## config.mk

```make
export PLATFORM = sky130hd
export DESIGN_NAME = isolation_monitor_pwm_decoder
export DESIGN_NICKNAME = d
export VERILOG_FILES = /design/src/rtl/imdec_pkg.sv /design/src/rtl/isolation_monitor_pwm_decoder.sv /design/src/rtl/imdec_div.sv
export SDC_FILE = /design/constraint.sdc
export NUM_CORES = 2
export LEC_CHECK = 0
export ABC_AREA = 1
export BUFFER_PORTS_ARGS = -buffer_cell sky130_fd_sc_hd__buf_4
export CAP_MARGIN = 20
export CORE_ASPECT_RATIO = 2
export CORE_UTILIZATION = 50
export DETAILED_ROUTE_END_ITERATION = 12
export HOLD_SLACK_MARGIN = 0.06
export PLACE_DENSITY_LB_ADDON = 0.3
export SLEW_MARGIN = 10
export SYNTH_ARGS = -nofsm -noshare
export SYNTH_HDL_FRONTEND = slang
export SYNTH_HIERARCHICAL = 1
export SYNTH_SLANG_ARGS = --single-unit
```

## constraint.sdc

```tcl
create_clock -name aclk -period 5.1 [get_ports aclk]
set_input_delay 0.51 -clock aclk [delete_from_list [all_inputs] [get_ports aclk]]
set_output_delay 0.51 -clock aclk [all_outputs]
set_load 0.03 [all_outputs]
```

## src/rtl/imdec_pkg.sv

```systemverilog
`default_nettype none

package imdec_pkg;

    // Default capture timer width; the low TIMER_BITS bits of period and pulse count
    localparam int IMDEC_TIMER_BITS = 32;

    // Quotient width of the shared divider (frequency is the widest result)
    localparam int QW = 27;
    // Width of the divider step count
    localparam int NB_W = 5;

    // Quotient bits per division
    localparam logic [NB_W-1:0] FREQ_BITS = NB_W'(27);
    localparam logic [NB_W-1:0] DUTY_BITS = NB_W'(14);
    localparam logic [NB_W-1:0] RES_BITS  = NB_W'(21);

    // Result status codes
    localparam logic [2:0] CODE_NORMAL       = 3'd0;
    localparam logic [2:0] CODE_UNDERVOLTAGE = 3'd1;
    localparam logic [2:0] CODE_SELF_TEST    = 3'd2;
    localparam logic [2:0] CODE_DEVICE_ERROR = 3'd3;
    localparam logic [2:0] CODE_GROUND_FAULT = 3'd4;
    localparam logic [2:0] CODE_UNKNOWN      = 3'd5;
    localparam logic [2:0] CODE_DISCONNECTED = 3'd6;

    // Configuration register indexes
    localparam logic [1:0] CFG_CLOCK_HZ      = 2'd0;
    localparam logic [1:0] CFG_TIMEOUT_TICKS = 2'd1;

    localparam logic [19:0] CLOCK_HZ_RESET  = 20'd500000;
    localparam logic [15:0] TIMEOUT_RESET   = 16'd250;
    localparam logic [19:0] OPEN_KOHM       = 20'd999999;
    localparam logic [13:0] DUTY_FULL       = 14'd10000;
    localparam logic [QW-1:0] DUTY_KNEE     = QW'(510);
    localparam logic [QW-1:0] RES_OFFSET    = QW'(1200);

    typedef enum logic [4:0] {
        S_IDLE = 5'b00001,
        S_FREQ = 5'b00010,
        S_DUTY = 5'b00100,
        S_RES  = 5'b01000,
        S_DONE = 5'b10000
    } state_t;

    typedef struct packed {
        logic          done;
        logic          rem_nz;
        logic [QW-1:0] quot;
    } div_stat_t;

    // Frequency band test on q = floor(100*clk/period) and a nonzero-remainder flag:
    // clk > lo*period and clk < hi*period, with lo100/hi100 the limits times 100.
    function automatic logic in_band(input logic [QW-1:0] q, input logic rnz,
                                     input logic [QW-1:0] lo100,
                                     input logic [QW-1:0] hi100);
        return ((q > lo100) || ((q == lo100) && rnz)) && (q < hi100);
    endfunction

endpackage

`default_nettype wire

```

## src/rtl/isolation_monitor_pwm_decoder.sv

```systemverilog
`default_nettype none

// Insulation monitor PWM status decoder. Each input transfer is either a PWM
// capture (command 0: period and high time in capture timer ticks) or a 1 ms
// timebase tick (command 1). A capture produces one result: frequency in
// centihertz, duty in centipercent (saturated at 10000), the status band
// (10/20/30/40/50 Hz, +-1 Hz exclusive, else unknown) and the isolation
// resistance in kilohm (derived from duty in the 10 Hz band, 0 in the other
// known bands, last value kept when unknown). A tick produces a result only
// when timeout_ticks ticks pass without a capture: state disconnected with all
// values 0. A capture runs up to three passes through one shared restoring
// divider that retires one quotient bit per cycle: frequency (27 bits), duty
// (14 bits, skipped when the pulse is not shorter than the period) and
// resistance (21 bits, 10 Hz band only); a zero period skips the divider.
// The input is not ready while an item is in work; a finished result waits
// in the output register while the next item is accepted. Configuration
// writes are taken in any cycle.
module isolation_monitor_pwm_decoder
    import imdec_pkg::*;
#(
    parameter int TIMER_BITS = IMDEC_TIMER_BITS
) (
    input  wire logic        aclk,
    input  wire logic        aresetn,

    input  wire logic        cfg_valid,
    output logic             cfg_ready,
    input  wire logic [1:0]  cfg_index,
    input  wire logic [19:0] cfg_data,

    input  wire logic        s_valid,
    output logic             s_ready,
    input  wire logic        s_command,
    input  wire logic [31:0] s_capture_period,
    input  wire logic [31:0] s_capture_pulse,

    output logic             m_valid,
    input  wire logic        m_ready,
    output logic [2:0]       m_state_code,
    output logic [19:0]      m_isolation_kohm,
    output logic [26:0]      m_frequency_centihz,
    output logic [13:0]      m_duty_centipercent
);

    localparam int DW   = TIMER_BITS + 5;
    localparam int NUMW = TIMER_BITS + 15;

    // Configuration registers
    logic [19:0] clock_hz_reg;
    logic [15:0] timeout_reg;

    // Sequencer and working registers
    state_t                state_reg, state_next;
    logic                  start_reg, start_next;
    logic [TIMER_BITS-1:0] period_reg, period_next;
    logic [TIMER_BITS-1:0] pulse_reg, pulse_next;
    logic [15:0]           ticks_reg, ticks_next;
    logic [19:0]           last_res_reg, last_res_next;
    logic [2:0]            code_reg, code_next;
    logic [26:0]           freq_reg, freq_next;
    logic [13:0]           duty_reg, duty_next;

    // Output register
    logic                  m_valid_reg, m_valid_next;
    logic [2:0]            m_code_reg, m_code_next;
    logic [19:0]           m_res_reg, m_res_next;
    logic [26:0]           m_freq_reg, m_freq_next;
    logic [13:0]           m_duty_reg, m_duty_next;

    logic                  in_xfer;
    logic                  out_free;
    logic [15:0]           tick_inc;
    logic [2:0]            band_code;
    logic [QW-1:0]         res_sub;

    // Divider operands
    logic [NUMW-1:0]       num_freq, num_duty, num_res;
    logic [DW-1:0]         div_hi, div_den;
    logic [NUMW-1:0]       div_lo;
    logic [NB_W-1:0]       div_bits;
    div_stat_t             div_stat;

    assign cfg_ready = 1'b1;
    assign s_ready   = (state_reg == S_IDLE);
    assign in_xfer   = s_valid && s_ready;
    assign out_free  = !m_valid_reg || m_ready;
    assign tick_inc  = ticks_reg + 16'd1;

    assign m_valid             = m_valid_reg;
    assign m_state_code        = m_code_reg;
    assign m_isolation_kohm    = m_res_reg;
    assign m_frequency_centihz = m_freq_reg;
    assign m_duty_centipercent = m_duty_reg;

    always_ff @(posedge aclk) begin
        if (!aresetn) begin
            clock_hz_reg <= CLOCK_HZ_RESET;
            timeout_reg  <= TIMEOUT_RESET;
        end else if (cfg_valid && cfg_ready) begin
            case (cfg_index)
                CFG_CLOCK_HZ:      clock_hz_reg <= cfg_data;
                CFG_TIMEOUT_TICKS: timeout_reg  <= cfg_data[15:0];
                default: ;
            endcase
        end
    end

    // Select the operation the divider runs in the current state.
    // Each numerator is split into the part already below the divisor and
    // the low bits that get shifted in, one per quotient bit.
    assign num_freq = NUMW'(clock_hz_reg) * NUMW'(100);
    assign num_duty = NUMW'(pulse_reg) * NUMW'(10000);
    assign num_res  = NUMW'(period_reg) * NUMW'(21600);

    always_comb begin
        div_hi   = DW'(num_freq >> 27);
        div_lo   = num_freq << (NUMW - 27);
        div_bits = FREQ_BITS;
        div_den  = DW'(period_reg);
        case (state_reg)
            S_DUTY: begin
                div_hi   = DW'(num_duty >> 14);
                div_lo   = num_duty << (NUMW - 14);
                div_bits = DUTY_BITS;
                div_den  = DW'(period_reg);
            end
            S_RES: begin
                div_hi   = DW'(num_res >> 21);
                div_lo   = num_res << (NUMW - 21);
                div_bits = RES_BITS;
                div_den  = DW'(pulse_reg) * DW'(20) - DW'(period_reg);
            end
            default: ;
        endcase
    end

    imdec_div #(
        .TIMER_BITS(TIMER_BITS)
    ) u_div (
        .aclk    (aclk),
        .aresetn (aresetn),
        .start   (start_reg),
        .num_hi  (div_hi),
        .num_lo  (div_lo),
        .nbits   (div_bits),
        .den     (div_den),
        .stat    (div_stat)
    );

    // Classify the frequency quotient into a status band
    always_comb begin
        if (in_band(div_stat.quot, div_stat.rem_nz, QW'(900), QW'(1100))) begin
            band_code = CODE_NORMAL;
        end else if (in_band(div_stat.quot, div_stat.rem_nz, QW'(1900), QW'(2100))) begin
            band_code = CODE_UNDERVOLTAGE;
        end else if (in_band(div_stat.quot, div_stat.rem_nz, QW'(2900), QW'(3100))) begin
            band_code = CODE_SELF_TEST;
        end else if (in_band(div_stat.quot, div_stat.rem_nz, QW'(3900), QW'(4100))) begin
            band_code = CODE_DEVICE_ERROR;
        end else if (in_band(div_stat.quot, div_stat.rem_nz, QW'(4900), QW'(5100))) begin
            band_code = CODE_GROUND_FAULT;
        end else begin
            band_code = CODE_UNKNOWN;
        end
    end

    assign res_sub = div_stat.quot - RES_OFFSET;

    always_comb begin
        state_next    = state_reg;
        start_next    = 1'b0;
        period_next   = period_reg;
        pulse_next    = pulse_reg;
        ticks_next    = ticks_reg;
        last_res_next = last_res_reg;
        code_next     = code_reg;
        freq_next     = freq_reg;
        duty_next     = duty_reg;

        m_valid_next  = m_valid_reg;
        m_code_next   = m_code_reg;
        m_res_next    = m_res_reg;
        m_freq_next   = m_freq_reg;
        m_duty_next   = m_duty_reg;

        // Drop the result once the downstream side takes it
        if (m_valid_reg && m_ready) begin
            m_valid_next = 1'b0;
        end

        case (state_reg)
            S_IDLE: begin
                if (in_xfer) begin
                    if (s_command) begin
                        // Timebase tick: advance the idle count, time out at the limit
                        if (tick_inc >= timeout_reg) begin
                            ticks_next    = '0;
                            last_res_next = '0;
                            code_next     = CODE_DISCONNECTED;
                            freq_next     = '0;
                            duty_next     = '0;
                            state_next    = S_DONE;
                        end else begin
                            ticks_next = tick_inc;
                        end
                    end else begin
                        ticks_next  = '0;
                        period_next = s_capture_period[TIMER_BITS-1:0];
                        pulse_next  = s_capture_pulse[TIMER_BITS-1:0];
                        freq_next   = '0;
                        duty_next   = '0;
                        if (s_capture_period[TIMER_BITS-1:0] == '0) begin
                            // Zero period: no measurement, keep the last resistance
                            code_next  = CODE_UNKNOWN;
                            state_next = S_DONE;
                        end else begin
                            start_next = 1'b1;
                            state_next = S_FREQ;
                        end
                    end
                end
            end

            S_FREQ: begin
                if (div_stat.done) begin
                    freq_next = div_stat.quot;
                    code_next = band_code;
                    if (band_code != CODE_NORMAL && band_code != CODE_UNKNOWN) begin
                        last_res_next = '0;
                    end
                    if (pulse_reg >= period_reg) begin
                        // Duty saturates; the resistance condition holds
                        duty_next = DUTY_FULL;
                        if (band_code == CODE_NORMAL) begin
                            start_next = 1'b1;
                            state_next = S_RES;
                        end else begin
                            state_next = S_DONE;
                        end
                    end else begin
                        start_next = 1'b1;
                        state_next = S_DUTY;
                    end
                end
            end

            S_DUTY: begin
                if (div_stat.done) begin
                    duty_next = div_stat.quot[13:0];
                    if (code_reg == CODE_NORMAL) begin
                        // 1000*pulse > 51*period, read off the duty quotient
                        if ((div_stat.quot > DUTY_KNEE) ||
                            ((div_stat.quot == DUTY_KNEE) && div_stat.rem_nz)) begin
                            start_next = 1'b1;
                            state_next = S_RES;
                        end else begin
                            last_res_next = OPEN_KOHM;
                            state_next    = S_DONE;
                        end
                    end else begin
                        state_next = S_DONE;
                    end
                end
            end

            S_RES: begin
                if (div_stat.done) begin
                    // Remove the offset, clamp at zero and at the open value
                    if (div_stat.quot <= RES_OFFSET) begin
                        last_res_next = '0;
                    end else if (res_sub > QW'(OPEN_KOHM)) begin
                        last_res_next = OPEN_KOHM;
                    end else begin
                        last_res_next = res_sub[19:0];
                    end
                    state_next = S_DONE;
                end
            end

            S_DONE: begin
                // Hold until the output register is free, then load it
                if (out_free) begin
                    m_valid_next = 1'b1;
                    m_code_next  = code_reg;
                    m_res_next   = last_res_reg;
                    m_freq_next  = freq_reg;
                    m_duty_next  = duty_reg;
                    state_next   = S_IDLE;
                end
            end

            default: begin
                state_next = S_IDLE;
            end
        endcase
    end

    always_ff @(posedge aclk) begin
        if (!aresetn) begin
            state_reg    <= S_IDLE;
            start_reg    <= 1'b0;
            ticks_reg    <= '0;
            last_res_reg <= '0;
            m_valid_reg  <= 1'b0;
        end else begin
            state_reg    <= state_next;
            start_reg    <= start_next;
            ticks_reg    <= ticks_next;
            last_res_reg <= last_res_next;
            m_valid_reg  <= m_valid_next;
        end
    end

    always_ff @(posedge aclk) begin
        period_reg <= period_next;
        pulse_reg  <= pulse_next;
        code_reg   <= code_next;
        freq_reg   <= freq_next;
        duty_reg   <= duty_next;
        m_code_reg <= m_code_next;
        m_res_reg  <= m_res_next;
        m_freq_reg <= m_freq_next;
        m_duty_reg <= m_duty_next;
    end

endmodule

`default_nettype wire

```

## src/rtl/imdec_div.sv

```systemverilog
`default_nettype none

// Restoring divider, one quotient bit per cycle.
module imdec_div
    import imdec_pkg::*;
#(
    parameter int TIMER_BITS = IMDEC_TIMER_BITS
) (
    input  wire logic                       aclk,
    input  wire logic                       aresetn,
    input  wire logic                       start,
    input  wire logic [TIMER_BITS+4:0]      num_hi,
    input  wire logic [TIMER_BITS+14:0]     num_lo,
    input  wire logic [NB_W-1:0]            nbits,
    input  wire logic [TIMER_BITS+4:0]      den,
    output div_stat_t                       stat
);

    localparam int DW   = TIMER_BITS + 5;
    localparam int NUMW = TIMER_BITS + 15;

    logic [DW-1:0]   rem_reg, rem_next;
    logic [DW-1:0]   den_reg;
    logic [NUMW-1:0] nsh_reg;
    logic [QW-1:0]   quot_reg;
    logic [NB_W-1:0] cnt_reg;
    logic            busy_reg;
    logic            done_reg;

    logic [DW:0] trial;
    logic [DW:0] diff;
    logic        ge;

    assign trial = {rem_reg, nsh_reg[NUMW-1]};
    assign diff  = trial - {1'b0, den_reg};
    assign ge    = (trial >= {1'b0, den_reg});
    assign rem_next = ge ? diff[DW-1:0] : trial[DW-1:0];

    always_ff @(posedge aclk) begin
        if (!aresetn) begin
            busy_reg <= 1'b0;
            done_reg <= 1'b0;
            cnt_reg  <= '0;
        end else begin
            done_reg <= 1'b0;
            if (start) begin
                busy_reg <= 1'b1;
                cnt_reg  <= nbits;
            end else if (busy_reg) begin
                cnt_reg <= cnt_reg - NB_W'(1);
                if (cnt_reg == NB_W'(1)) begin
                    busy_reg <= 1'b0;
                    done_reg <= 1'b1;
                end
            end
        end
    end

    always_ff @(posedge aclk) begin
        if (start) begin
            rem_reg  <= num_hi;
            nsh_reg  <= num_lo;
            den_reg  <= den;
            quot_reg <= '0;
        end else if (busy_reg) begin
            rem_reg  <= rem_next;
            nsh_reg  <= {nsh_reg[NUMW-2:0], 1'b0};
            quot_reg <= {quot_reg[QW-2:0], ge};
        end
    end

    assign stat.done   = done_reg;
    assign stat.rem_nz = |rem_reg;
    assign stat.quot   = quot_reg;

endmodule

`default_nettype wire
```

==> run summary <==
The post-route cell area came out at 47,690 um^2. The max-slew headroom at the worst pin came out at 9.282%. The post-route netlist has 16.63% of its cells at a drive strength greater than 1. The count of unique library cells instantiated by Yosys came out at 59. The cell count of the worst hold path came out at 1. The run finished with clean final reports. The overall global routing resource usage came out at 37.37%. The total number of yosys warnings came out at 6.

The cell chosen for the clock root is sky130_fd_sc_hd__clkbuf_16. The capture point of the worst reg-to-reg path is u_div/rem_reg[24]. The number of levels in the clock H-tree is 2. Buffers inserted to repair hold after CTS numbered 0. In this design, the stage delay of the slowest critical-path cell is 0.57 ns. In this run the critical register-to-register path is launched from period_reg[8]. The number of maximum-capacitance constraint violations is 0. The cell that appears most often on the critical path is sky130_fd_sc_hd__nand2_1. The synthesized design contains 406 register bits. The placer's final routability congestion estimate is roughly 1.1. The class of the most critical hold timing path is primary input to flip-flop. Clock tree synthesis found a total of 406 sinks. The worst clock skew is 0.02436 ns. The highest layer touched by signal routing is met4. Row generation in the floorplan step produced 145 rows. The number of cells in the finished layout apart from fillers is 6,911. After the last flow step, the layout net total stands at 6,623. The HPWL after detailed placement came out at 123,900 um. The cell type contributing the most total cell area after synthesis is sky130_fd_sc_hd__edfxtp_1. The overall overflow remaining after global route came out at 0.

The final hold violation count is 0. In this run the worst path has a maximum fanout of 5. The pin count of the biggest net entering global routing is 84. After detailed routing, the total wire length is around 150,000 um. The required time of the critical path is 5.45 ns. The arrival time reported for the critical path endpoint came out at 5.44 ns. The insertion delay to the later sink of the worst-skew pair came out at 0.60 ns. The quantity of I/O buffers inserted on ports came out at approximately 160.

The via count of the routed design came out at 38,060. The area overhead of the layout relative to synthesis is 20.50%. The largest buffer count on any clock path is 3. Among all flip-flop cells after synthesis, the most frequent one is sky130_fd_sc_hd__edfxtp_1. The flip-flop count of the largest register after layout is 47.

The clock-pin transition on the worst setup and hold timing paths is 0.07 ns. The core area is between 70,000 and 80,000 um^2. The number of global-route vias before repair came to 38,690. Ranked by total cell area, the synthesized netlist is headed by sky130_fd_sc_hd__edfxtp_1, sky130_fd_sc_hd__ha_1, sky130_fd_sc_hd__nand2_1. The number of slew-limit violations in the final report came out at 0.

The average wire per cell in the routed design came out at 21.90 um. The die area came out at 80,350 um^2. The count of final setup violators is 0. In this run, synthesis inferred 293 flip-flops with an integrated enable.

The fraction of the yosys area taken by sequential cells is 27.95%. The number of buffers and inverters on the critical path is 5. The area of the mapped netlist is 39,580 um^2.

Setup repair after global routing could not meet its margin everywhere. The placed standard-cell area came out at 44,940 um^2. For this run, asynchronously set or reset flops after synthesis account for 0%. In this run, CTS created clock tree buffers numbering 39.

The TritonCTS clock tree is built. The initial antenna violation count came out at 3. The slowest stage of the critical path belongs to the cell sky130_fd_sc_hd__fa_1. STA classifies the critical path startpoint as a flip-flop. Derived from the worst setup path, the maximum achievable clock frequency is 196.3 MHz. The filler cell count in the final layout came out at 7,282. Setup slack on the worst reg-to-reg path comes out at 0.007 ns. The critical path goes through buf_4 -> buf_4 -> fa_1 -> fa_1 -> ha_1 -> inv_1 -> fa_1 -> inv_1 -> ha_2 -> a21o_1 -> nand2_1 -> nand2_1 -> o21ai_2 -> nand3_2 -> nand2_4 -> nand3_2 -> buf_4 -> or2_2 -> nand3_1 -> o21ai_0 -> nand2_1 -> nand2_1. The placed cell count came out at between 6,000 and 7,000. The starting density of the core came out at 50.62%. The remaining number of nets flagged by the antenna check after routing came out at 0. The startpoint identified for the worst hold timing path is s_capture_pulse[2]. The length of the first detailed-routing pass in iterations is 6.

The average footprint of a synthesized cell came out at 7.499 um^2. The detailed router finished its first iteration with 2,083 violations. The share of the clock period used by the worst path after layout came out at between 90% and 100%. The cell depth of the worst flop-to-flop path came out at 22. Detailed routing placed a total of just over 7000 um of wire on met3.

After synthesis, the largest area contributor takes up 22.23% of total cell area. The met2 wire length came out at 79,450 um. The time the final worst path needs with I/O delays and setup came out at 5.093 ns. The family with the most delay on the worst path is adder cells. The horizontal die dimension is about 200 um.

The total I/O pin count is 159. The measured slew at the worst slew-check pin is 1.348 ns. For this run, design rule violations remaining after detail routing come to 0. The number of standard cells after synthesis is 5,278. The worst setup path category is flip-flop to flip-flop. The routed metal-1 wirelength came out at 44,900 um.

The die height came out at 399.9 um. The first global-routing pass estimated 220,400 um of wire. The worst hold path terminates at pulse_reg[2].

STA classifies the critical path endpoint as a flip-flop. The routed via count divided by cell count came out at 5.507.
worst max-delay path by stage:
stage             startpoint                end  slack [ns]  cells past startpoint
2_1_floorplan   pulse_reg[4]  u_div/rem_reg[19]        0.32                     27
3_3_place_gp   pulse_reg[15]  u_div/rem_reg[16]       -0.49                     22
3_5_place_dp   pulse_reg[15]  u_div/rem_reg[16]       -0.52                     22
5_1_grt         pulse_reg[7]  u_div/rem_reg[25]       -0.17                     23
6_report       period_reg[8]  u_div/rem_reg[24]       0.007                     22
4_1_cts        period_reg[5]  u_div/rem_reg[19]       0.001                     22
cells in the mapped netlist (3+ instances only):
master and number:
sky130_fd_sc_hd__or2_2 21, sky130_fd_sc_hd__nor2_1 490, sky130_fd_sc_hd__nor3_1 37, sky130_fd_sc_hd__a31oi_1 43, sky130_fd_sc_hd__o21ai_2 6, sky130_fd_sc_hd__xor2_1 53, sky130_fd_sc_hd__nor3_2 3, sky130_fd_sc_hd__o21ai_0 250
sky130_fd_sc_hd__o22ai_1 34, sky130_fd_sc_hd__o211ai_1 31, sky130_fd_sc_hd__ha_1 501, sky130_fd_sc_hd__o221ai_1 8, sky130_fd_sc_hd__buf_1 6, sky130_fd_sc_hd__fa_1 177, sky130_fd_sc_hd__o21ai_1 8, sky130_fd_sc_hd__dfxtp_1 113
sky130_fd_sc_hd__nand2_1 1198, sky130_fd_sc_hd__clkbuf_1 54, sky130_fd_sc_hd__a21o_1 25, sky130_fd_sc_hd__and2_1 6, sky130_fd_sc_hd__a21oi_1 349, sky130_fd_sc_hd__nor4_1 28, sky130_fd_sc_hd__nand3b_1 11, sky130_fd_sc_hd__nand2_2 14
sky130_fd_sc_hd__a21boi_0 6, sky130_fd_sc_hd__inv_1 1012, sky130_fd_sc_hd__nand4_1 48, sky130_fd_sc_hd__edfxtp_1 293, sky130_fd_sc_hd__clkinv_1 5, sky130_fd_sc_hd__xnor2_1 53, sky130_fd_sc_hd__a221oi_1 5, sky130_fd_sc_hd__o21bai_1 25
sky130_fd_sc_hd__and3_1 7, sky130_fd_sc_hd__nand3_1 268, sky130_fd_sc_hd__o31ai_1 4, sky130_fd_sc_hd__nor2_2 15, sky130_fd_sc_hd__o21a_1 8, sky130_fd_sc_hd__inv_2 11, sky130_fd_sc_hd__nand3_2 3, sky130_fd_sc_hd__buf_2 12
sky130_fd_sc_hd__buf_6 7, sky130_fd_sc_hd__buf_4 9
worst register-to-register path: stages, from the launching register on:
cell and delay, ns:
sky130_fd_sc_hd__edfxtp_1 0.54, sky130_fd_sc_hd__buf_4 0.21, sky130_fd_sc_hd__buf_4 0.15, sky130_fd_sc_hd__fa_1 0.57, sky130_fd_sc_hd__fa_1 0.45, sky130_fd_sc_hd__ha_1 0.30, sky130_fd_sc_hd__inv_1 0.05, sky130_fd_sc_hd__fa_1 0.49
sky130_fd_sc_hd__inv_1 0.04, sky130_fd_sc_hd__ha_2 0.33, sky130_fd_sc_hd__a21o_1 0.20, sky130_fd_sc_hd__nand2_1 0.07, sky130_fd_sc_hd__nand2_1 0.08, sky130_fd_sc_hd__o21ai_2 0.22, sky130_fd_sc_hd__nand3_2 0.18, sky130_fd_sc_hd__nand2_4 0.16
sky130_fd_sc_hd__nand3_2 0.10, sky130_fd_sc_hd__buf_4 0.14, sky130_fd_sc_hd__or2_2 0.26, sky130_fd_sc_hd__nand3_1 0.07, sky130_fd_sc_hd__o21ai_0 0.10, sky130_fd_sc_hd__nand2_1 0.08, sky130_fd_sc_hd__nand2_1 0.06
cell families after synthesis:
group	count (synthesis)	synth area share (%)
adders and majority gates	678	24.79
xor gates and xnor gates	106	2.346
and+or+nand+nor	2156	22.61
AOI/OAI and AO/OA	812	11.42
DFF	406	27.95
buffers and inverters	1118	10.87
other	2	0.01898
stage by stage:
step / TNS [ns] / hold slack [ns] / setup WS (ns) / utilization [%]
2_1_floorplan: 0 / 0.4003 / 0.3243 / -
3_3_place_gp: -3.210 / 0.4002 / -0.4949 / 57.46
3_5_place_dp: -3.742 / 0.4052 / -0.5166 / 57.48
4_1_cts: 0 / 0.06771 / 0.001341 / 59.36
5_1_grt: -1.196 / 0.06948 / -0.1721 / 60.99
6_report: 0 / 0.07898 / 0.006663 / 60.99
metal layers:
layer  up-vias  GRT usage, %
met4         0         41.37
met5         -             0
li1      18240             -
met1     17740         30.45
met3       713         6.005
met2      1379         71.45
placed cells by master, fill, tap and decap left out, types with 176 or more instances in the layout:
master                     count
sky130_fd_sc_hd__nand3_1     257
sky130_fd_sc_hd__edfxtp_1    293
sky130_fd_sc_hd__fa_1        176
sky130_fd_sc_hd__a21oi_1     315
sky130_fd_sc_hd__nor2_1      440
sky130_fd_sc_hd__nand2_1    1178
sky130_fd_sc_hd__inv_1       984
sky130_fd_sc_hd__o21ai_0     211
sky130_fd_sc_hd__ha_1        466
sky130_fd_sc_hd__buf_4       581
cell type report:
class,count,area (um^2),share of cell area [%]
timing repair buffer,596,4578,9.599
multi-input combinational,3780,25590,53.66
clock buffer,47,1055,2.212
tap,1029,1287,2.700
clock inverter,21,232.7,0.4880
sequential,406,11060,23.20
inverter,1030,3877,8.130
antenna,2,5.005,0.01049
timing repair:
action,CTS,global route
endpoints found under the setup margin,25,40
pin swaps,9,54
buffers inserted,4,19
gates resized for setup,54,268
Power is left out: the tool's default activity adds up to more than one toggle a clock period on the data nets, which glitch-free logic cannot reach.
